`src/sv/odrgb_pkg.sv`:
```
// odrgb_pkg: shared types, constants and dither matrix for the rgb 3-3-2 dither packer
package odrgb_pkg;

    typedef logic [7:0] level_t;
    typedef logic [3:0] dither_t;
    typedef logic [1:0] phase_t;

    localparam logic [2:0] RED_TOP   = 3'd7;
    localparam logic [2:0] GREEN_TOP = 3'd7;
    localparam logic [1:0] BLUE_TOP  = 2'd3;

    function automatic dither_t bayer_entry(input phase_t row, input phase_t col);
        dither_t entry;
        begin
            entry = 4'd0;
            unique case ({row, col})
                4'h0: entry = 4'd0;
                4'h1: entry = 4'd8;
                4'h2: entry = 4'd2;
                4'h3: entry = 4'd10;
                4'h4: entry = 4'd12;
                4'h5: entry = 4'd4;
                4'h6: entry = 4'd14;
                4'h7: entry = 4'd6;
                4'h8: entry = 4'd3;
                4'h9: entry = 4'd11;
                4'ha: entry = 4'd1;
                4'hb: entry = 4'd9;
                4'hc: entry = 4'd15;
                4'hd: entry = 4'd7;
                4'he: entry = 4'd13;
                4'hf: entry = 4'd5;
                default: entry = 4'd0;
            endcase
            return entry;
        end
    endfunction

endpackage

```
`src/sv/odrgb_pack.sv`:
```
// odrgb_pack: scales three colour planes and packs them into one dithered 3-3-2 byte
module odrgb_pack (
    input  odrgb_pkg::level_t  red_level,
    input  odrgb_pkg::level_t  green_level,
    input  odrgb_pkg::level_t  blue_level,
    input  odrgb_pkg::dither_t threshold,
    output odrgb_pkg::level_t  packed_pixel
);
    import odrgb_pkg::*;

    logic [10:0] red_prod;
    logic [10:0] green_prod;
    logic [9:0]  blue_prod;
    logic [7:0]  red_t;
    logic [7:0]  green_t;
    logic [7:0]  blue_t;
    logic [2:0]  red_out;
    logic [2:0]  green_out;
    logic [1:0]  blue_out;

    assign red_prod   = {3'b000, red_level} * 11'd7;
    assign green_prod = {3'b000, green_level} * 11'd7;
    assign blue_prod  = {2'b00, blue_level} * 10'd3;

    assign red_t   = red_prod[10:3];
    assign green_t = green_prod[10:3];
    assign blue_t  = blue_prod[9:2];

    always_comb
    begin
        red_out = red_t[7:5];
        if (red_t[7:5] != RED_TOP && red_t[4:1] > threshold)
        begin
            red_out = red_t[7:5] + 3'd1;
        end

        green_out = green_t[7:5];
        if (green_t[7:5] != GREEN_TOP && green_t[4:1] > threshold)
        begin
            green_out = green_t[7:5] + 3'd1;
        end

        blue_out = blue_t[7:6];
        if (blue_t[7:6] != BLUE_TOP && blue_t[5:2] > threshold)
        begin
            blue_out = blue_t[7:6] + 2'd1;
        end
    end

    assign packed_pixel = {red_out, green_out, blue_out};

endmodule

```
`src/sv/ordered_dither_rgb332_top.sv`:
```
// ordered_dither_rgb332_top: 4x4 ordered-dither packer from 8-bit rgb planes to 3-3-2 bytes
// Takes one pixel item per clock and returns one packed byte per item; an accepted item passes
// through an input register holding the pixel and its matrix threshold, then a result register
// holding the packed byte, from which it is offered. Full rate holds while the output side takes
// results; a stalled result is held while one more item waits in the input register. Column and
// row phases start at zero after reset, are cleared by frame_start before that pixel is dithered,
// and line_end returns the column to zero and steps the row.
module ordered_dither_rgb332_top (
    input  logic               clk,
    input  logic               rst_n,
    input  logic               in_valid,
    output logic               in_ready,
    input  odrgb_pkg::level_t  red_level,
    input  odrgb_pkg::level_t  green_level,
    input  odrgb_pkg::level_t  blue_level,
    input  logic               frame_start,
    input  logic               line_end,
    output logic               out_valid,
    input  logic               out_ready,
    output odrgb_pkg::level_t  packed_pixel
);
    import odrgb_pkg::*;

    phase_t  col_phase_reg;
    phase_t  col_phase_next;
    phase_t  row_phase_reg;
    phase_t  row_phase_next;
    phase_t  col_used;
    phase_t  row_used;

    logic    s1_valid_reg;
    level_t  s1_red_reg;
    level_t  s1_green_reg;
    level_t  s1_blue_reg;
    dither_t s1_thresh_reg;

    logic    out_valid_reg;
    level_t  out_pixel_reg;
    level_t  pack_result;

    logic    in_fire;
    logic    s1_advance;
    logic    s2_ready;

    assign s2_ready   = !out_valid_reg || out_ready;
    assign in_ready   = !s1_valid_reg || s2_ready;
    assign in_fire    = in_valid && in_ready;
    assign s1_advance = s1_valid_reg && s2_ready;

    // phases in use for this pixel
    assign col_used = frame_start ? 2'd0 : col_phase_reg;
    assign row_used = frame_start ? 2'd0 : row_phase_reg;

    always_comb
    begin
        col_phase_next = col_phase_reg;
        row_phase_next = row_phase_reg;
        if (in_fire)
        begin
            if (line_end)
            begin
                col_phase_next = 2'd0;
                row_phase_next = row_used + 2'd1;
            end
            else
            begin
                col_phase_next = col_used + 2'd1;
                row_phase_next = row_used;
            end
        end
    end

    always_ff @(posedge clk or negedge rst_n)
    begin
        if (!rst_n)
        begin
            col_phase_reg <= 2'd0;
            row_phase_reg <= 2'd0;
            s1_valid_reg  <= 1'b0;
            out_valid_reg <= 1'b0;
        end
        else
        begin
            col_phase_reg <= col_phase_next;
            row_phase_reg <= row_phase_next;
            if (in_ready)
            begin
                s1_valid_reg <= in_valid;
            end
            if (s2_ready)
            begin
                out_valid_reg <= s1_valid_reg;
            end
        end
    end

    always_ff @(posedge clk)
    begin
        if (in_fire)
        begin
            s1_red_reg    <= red_level;
            s1_green_reg  <= green_level;
            s1_blue_reg   <= blue_level;
            s1_thresh_reg <= bayer_entry(row_used, col_used);
        end
        if (s1_advance)
        begin
            out_pixel_reg <= pack_result;
        end
    end

    odrgb_pack u_pack (
        .red_level    (s1_red_reg),
        .green_level  (s1_green_reg),
        .blue_level   (s1_blue_reg),
        .threshold    (s1_thresh_reg),
        .packed_pixel (pack_result)
    );

    assign out_valid    = out_valid_reg;
    assign packed_pixel = out_pixel_reg;

    // end of line returns the column to zero
    a_line_end_col: assert property (@(posedge clk) disable iff (!rst_n)
        (in_fire && line_end) |=> (col_phase_reg == 2'd0))
        else $error("column phase not cleared after line end");

    // frame start without line end leaves row zero and column one
    a_frame_start: assert property (@(posedge clk) disable iff (!rst_n)
        (in_fire && frame_start && !line_end) |=>
        (row_phase_reg == 2'd0 && col_phase_reg == 2'd1))
        else $error("phases wrong after frame start");

    // phases hold when no item is taken
    a_phase_hold: assert property (@(posedge clk) disable iff (!rst_n)
        !in_fire |=> ($stable(col_phase_reg) && $stable(row_phase_reg)))
        else $error("phase moved without an item");

    // a staged item is never dropped while the result register is stalled
    a_stage_hold: assert property (@(posedge clk) disable iff (!rst_n)
        (s1_valid_reg && !s2_ready) |=> (s1_valid_reg && $stable(s1_thresh_reg)))
        else $error("staged item lost under stall");

endmodule

```
`config.mk`:
```
export PLATFORM = sky130hd
export DESIGN_NAME = ordered_dither_rgb332_top
export DESIGN_NICKNAME = d
export VERILOG_FILES = /design/src/sv/odrgb_pkg.sv /design/src/sv/odrgb_pack.sv /design/src/sv/ordered_dither_rgb332_top.sv
export SDC_FILE = /design/constraint.sdc
export NUM_CORES = 1
export LEC_CHECK = 0
export ABC_CLOCK_PERIOD_IN_PS = 3400
export BUFFER_PORTS_ARGS = -buffer_cell sky130_fd_sc_hd__clkbuf_2
export CORE_UTILIZATION = 52
export CTS_CLUSTER_SIZE = 28
export DETAILED_ROUTE_END_ITERATION = 8
export GPL_TIMING_DRIVEN = 0
export PLACE_DENSITY = 0.72
export REMOVE_ABC_BUFFERS = 1
export SETUP_SLACK_MARGIN = 0.4
export SLEW_MARGIN = 5
export SYNTH_ARGS = -nofsm -noshare
export SYNTH_HDL_FRONTEND = slang
export SYNTH_SLANG_ARGS = --single-unit
```
`constraint.sdc`:
```
create_clock -name clk -period 3.4 [get_ports clk]
set_input_delay 0.17 -clock clk [delete_from_list [all_inputs] [get_ports clk]]
set_output_delay 0.17 -clock clk [all_outputs]
set_load 0.01 [all_outputs]
```
# After elaboration in Yosys (flattened, before gate mapping)
# Memory sizes are Yosys's and may differ from the RTL's. A register that Yosys moved wholly into a read port is not among the register bits.
# Index checks and enable logic that the tools add are counted.
[word_totals]
n_memories = 1
romBits = 64
in_bits = 30
output_inout_bits = 10
ff_bits = 38
wordCells = 39
[memory_table]
columns = ["memory", "depth", "word_bits", "rd", "rd_ports_with_merged_regs", "write_ports", "line_no", "source"]
rows = [
  ["(no name shown)", 16, 4, 1, 1, 0, "odrgb_pkg.sv:16", "unique case ({row, col})"],
]
[op_classes]
eq_ne = 3
addsub = 5
reduce_logical = 9
n_lt_le_gt_ge = 3
n_mux = 7
mul = 3
[op_table]
columns = ["operator", "count"]
rows = [
  ["multiplier 8 x 3 -> 11 bit (second input constant)", 2],
  ["greater-than comparator 4 bit", 3],
  ["multiplier 8 x 2 -> 10 bit (second input constant)", 1],
  ["two-way mux 2 bit", 5],
  ["adder 2 x 1 -> 2 bit (second input constant)", 3],
  ["adder 3 x 1 -> 3 bit (second input constant)", 2],
  ["two-way mux 3 bit", 2],
  ["!= test 3 bit (second input constant)", 2],
  ["logical AND 1 bit", 5],
  ["zero test 1 bit", 2],
  ["logical OR 1 bit", 2],
  ["!= test 2 bit (second input constant)", 1],
]

# Logic depth before layout (Yosys ltp)
[logic_depth]
depth_word = 4
ltp_mapped = 13
ltp_nobuf = 13

# Cells and area by module
# Synthesis repeated with hierarchy kept, for this count alone.
[unflattened]
hier_cells = 242
hier_area_um2 = 3029.2
[by_module_without_submodules]
columns = ["mod", "n_inst", "area_each_um2", "cells_each", "seq_area_each_um2"]
rows = [
  ["odrgb_pack", 1, 1569.0, 169, 0.0],
  ["ordered_dither_rgb332_top", 1, 1460.2, 73, 1231.2],
]

# Worst setup path before layout
# OpenSTA, ideal clock, no wires.
[synth_timing]
kind = "register to register"
from = "reg s1_red_reg[2]"
to = "reg out_pixel_reg[6] (netlist: packed_pixel[6]), data pin"
slack_ns = 0.000
arrival_ns = 3.141
period_less_slack_ns = 3.400
stages_incl_launch_ff = 12
t_required_ns = 3.140
setup_time_ns = 0.260
path_buffers = 0
path_cell_list = "edfxtp_1 -> fa_1 -> ha_1 -> a21oi_2 -> a21oi_2 -> o41ai_2 -> xnor2_1 -> ha_1 -> ha_1 -> a41o_1 -> a21oi_1 -> mux2_2"
[synth_between]
elab_chain_cells = 4
word_cells_on_any_way = 6
classes_between = "1 x add/sub; 1 x mul; 1 x order compare; 1 x eq/ne; 1 x mux; 1 x reduce/logical"
[synth_lines]
columns = ["item", "line_no", "source"]
rows = [
  ["from (decl)", "ordered_dither_rgb332_top.sv:32", "level_t s1_red_reg;"],
  ["from (signal assigned)", "ordered_dither_rgb332_top.sv:101", "s1_red_reg <= red_level;"],
  ["multiplier 8 x 3 -> 11 bit *", "odrgb_pack.sv:21", "assign red_prod = {3'b000, red_level} * 11'd7;"],
  ["greater-than comparator 4 bit or != test 3 bit (tied branches)", "odrgb_pack.sv:32", "if (red_t[7:5] != RED_TOP && red_t[4:1] > threshold)"],
  ["logical AND 1 bit", "odrgb_pack.sv:32", ""],
  ["two-way mux 3 bit *", "odrgb_pack.sv:32", ""],
  ["named net pack_result[6]", "ordered_dither_rgb332_top.sv:39", "level_t pack_result;"],
  ["to (signal assigned)", "ordered_dither_rgb332_top.sv:108", "out_pixel_reg <= pack_result;"],
  ["to (decl)", "ordered_dither_rgb332_top.sv:38", "level_t out_pixel_reg;"],
]
# Mark *: on every way through the listed nets, which the timed path passes. The rest lies on a longest branch.
# A chain may end at the register's enable or synchronous reset.

# Worst setup path in the final report
[layout_timing]
from = "reg s1_red_reg[4]"
to = "reg out_pixel_reg[7] (netlist: packed_pixel[7]), data pin"
# Same word-level chain as after synthesis.

==> run metrics <==
outcome finished with violations; failing checks setup timing; Sw Pwr 685.2 µW; CP startpoint kind flop; clk buf depth 2; CP Depth 11; die width 76.85 µm; initial core utilization 0.5561; Final Wtd Congestion 0.7457; routed vias/inst 5.175; Final Cycle Share 1.014; post-route ant nets 0; first-pass GRT wire length 9390 µm; RSZ-0062 raised after global routing yes; P&R area growth vs syn 28.95%; final net count 394; share of synthesized flip-flops with an asynchronous set or reset 0.1429; Setup WS post-layout -0.04661 ns; Die ar. 5905 µm²; WP data required 3.45 ns; Final Util 0.7172; Worst path most repeated cell ha_2; Buf/Inv on CP 0; worst slew pin tran 1.134 ns; Clk Latency, worst-skew pair 0.29 ns; Detailed Routing Iterations Pass 1 4; reg2reg path depth 11; crit path cell chain fa_1 -> ha_4 -> nand4_1 -> a21oi_2 -> o41ai_2 -> xnor2_1 -> ha_2 -> ha_2 -> a41o_1 -> a21oi_4 -> mux2_4; skew final 0.002914 ns; Worst Setup SP s1_red_reg[4]$_DFFE_PP_; share of cells above drive strength 1 0.3746; Arr. time, crit path 3.49 ns; TritonCTS buffer count 5; final hold viol count 0; IO Pins 40; Core Area 5238 µm²; Clock power frac 0.149; Post-Syn Instances 233; Slew headroom 0.2432; Vias 1951; delay-heaviest family, CP adder cells; yosys warns 0; largest net degree at the start of global routing 30; crit path to packed_pixel[7]$_DFFE_PP_; Max Fclk 0.2901 GHz; initial antenna violation count 0; P_leak 1.640 nW; kind of critical path flop to flop; Post-synth EDFFs 36; fin. max-slew vios 0; Mapped Avg Cell Area 12.50 µm²; drt total wl 5454 µm; die height 76.85 µm; final setup vio count 4; drc violations 0; CTS tree done; Worst setup EP type flop; H-tree Lvls 2; max-cap violations 0; Site Rows 26; Detail Placement HPWL 3478 µm; Root Driver clkbuf_8; worst vdd ir 270.2 µV; 1st-iter DRT viols 43; drt wl/cell 14.47 µm; reg2reg end packed_pixel[7]$_DFFE_PP_; Mapped Area 2913 µm²; final std cells w/o fill 377; largest stage delay on the critical path 0.61 ns; r2r setup slk -0.05 ns; IO Port Bufs 39; flops & latches, synth 42; PwrDens 540.6 nW/µm²; vias in the first global route 2076; fin crit period 3.447 ns; Worst-path clk slew 0.08 ns; total clock sinks 42; r2r startpoint s1_red_reg[4]$_DFFE_PP_; sequential cell area fraction in the yosys report 0.4227; Int Pwr 1.345 mW; CP max-delay cell fa_1; Sw Ratio 0.3375; Crit Path Max Fanout 3; synth unique cells 32; placed insts 342; ys flop type edfxtp_1; Comb pwr share 0.503; gr usage total 0.2029; Reg power frac 0.347; total gr overflow 0; antenna cells 0; hold crit path type input pin to flop
[worst register-to-register path, stage by stage, from the launching register on]
cell and delay (ns):
edfxtp_1 0.45, fa_1 0.61, ha_4 0.23, nand4_1 0.14, a21oi_2 0.10, o41ai_2 0.42
xnor2_1 0.15, ha_2 0.20, ha_2 0.18, a41o_1 0.23, a21oi_4 0.18, mux2_4 0.31
[cells in the mapped netlist, types with 2 or more instances]
cell / number / area share
a21oi_2: 3 / 0.0090
a21o_1: 3 / 0.0077
nor2b_1: 8 / 0.017
nand2b_1: 5 / 0.011
nor2_1: 6 / 0.0077
fa_1: 14 / 0.096
xnor2_1: 11 / 0.033
inv_1: 23 / 0.030
a41o_1: 3 / 0.010
mux2_2: 5 / 0.019
o21ai_0: 4 / 0.0069
a21oi_1: 15 / 0.026
o31ai_1: 2 / 0.0052
o21bai_1: 3 / 0.0077
dfrtp_1: 6 / 0.052
nand3_1: 4 / 0.0069
nand4_1: 3 / 0.0064
o41ai_2: 2 / 0.011
a31oi_1: 2 / 0.0043
xor2_1: 12 / 0.036
nor3_1: 3 / 0.0052
nand2_1: 7 / 0.0090
edfxtp_1: 36 / 0.37
ha_1: 43 / 0.18
o211ai_1: 3 / 0.0077
[metal layers]
| layer | share of wire | vias up | GRT usage |
|---|---|---|---|
| li1 | - | 979 | - |
| met1 | 0.44 | 936 | 0.2484 |
| met2 | 0.52 | 31 | 0.3634 |
| met3 | 0.026 | 5 | 0.03571 |
| met4 | 0.0097 | 0 | 0.05769 |
| met5 | 0 | - | 0 |
[layout make-up]
class / instances / area, µm²
well taps: 70 / 87.58
repair buffers: 67 / 422.9
inverters: 23 / 86.33
fillers: 361 / 1481
clock inverters: 2 / 10.01
multi-input cells: 168 / 1849
clock buffers: 5 / 68.82
flip-flops and latches: 42 / 1231
[logic make-up (layout without fill, tap and decap cells)]
group                    Yosys count  after routing  share of synthesized area
XOR/XNOR                          23             23                    0.06916
AND/OR/NAND/NOR                   38             38                    0.06787
AO/OA/AOI/OAI                     44             44                     0.1070
flip-flops                        42             42                     0.4227
multiplexers                       6              6                    0.02277
adder cells (fa/ha/maj)           57             57                     0.2809
buffers and inverters             23             97                    0.02964
[power groups by stage]
stage	Combinational (mW)	Sequential (mW)	Clock, mW
6_report	1.02	0.706	0.303
5_1_grt	1.13	0.715	0.330
4_1_cts	0.916	0.706	0.312
3_5_place_dp	0.672	0.719	0
3_3_place_gp	0.656	0.717	0
2_1_floorplan	0.498	0.732	0
[cell usage in the layout (no fill, tap or decap), drive strengths merged, types with 7 or more instances in the layout]
| master | n |
|---|---|
| nor2b | 8 |
| edfxtp | 36 |
| xnor2 | 11 |
| a21oi | 18 |
| inv | 23 |
| xor2 | 12 |
| buf | 27 |
| clkbuf | 44 |
| fa | 14 |
| nand2 | 7 |
| ha | 43 |
[timing repair]
action | CTS | global route
gates resized for setup | 29 | 17
pin swaps | 20 | 11
hold buffers | 1 | 0
setup endpoints to repair | 6 | 8
endpoints found under the hold margin | 6 | 0
buffers inserted | 22 | 5
[per-stage QoR]
step | instance area (µm²) | setup slack [ns] | setup TNS (ns) | power, mW | hold slack [ns]
2_1_floorplan | 2913 | -0.0004510 | -0.0009019 | 1.230 | -0.1256
3_3_place_gp | 3196 | -0.2406 | -0.8664 | 1.372 | 0.005575
3_5_place_dp | 3196 | -0.2443 | -0.9024 | 1.391 | 0.007981
4_1_cts | 3638 | -0.003114 | -0.005139 | 1.933 | 0.03773
5_1_grt | 3756 | -0.2069 | -0.9654 | 2.176 | 0.03022
6_report | 3756 | -0.04661 | -0.1247 | 2.030 | 0.04748
[worst min path at each step]
stage	start	endpoint	slack [ns]	cells after the start
global placement	rst_n	s1_valid_reg$_DFFE_PN0N_	0.006	1
detailed placement	rst_n	col_phase_reg[0]$_DFFE_PN0P_	0.008	1
global route	blue_level[6]	s1_blue_reg[6]$_DFFE_PP_	0.03	1
finish	green_level[7]	s1_green_reg[7]$_DFFE_PP_	0.05	1
CTS	blue_level[6]	s1_blue_reg[6]$_DFFE_PP_	0.04	1
floorplan	rst_n	col_phase_reg[0]$_DFFE_PN0P_	-0.13	0
Note: power is estimated with default switching activity, not from simulation.
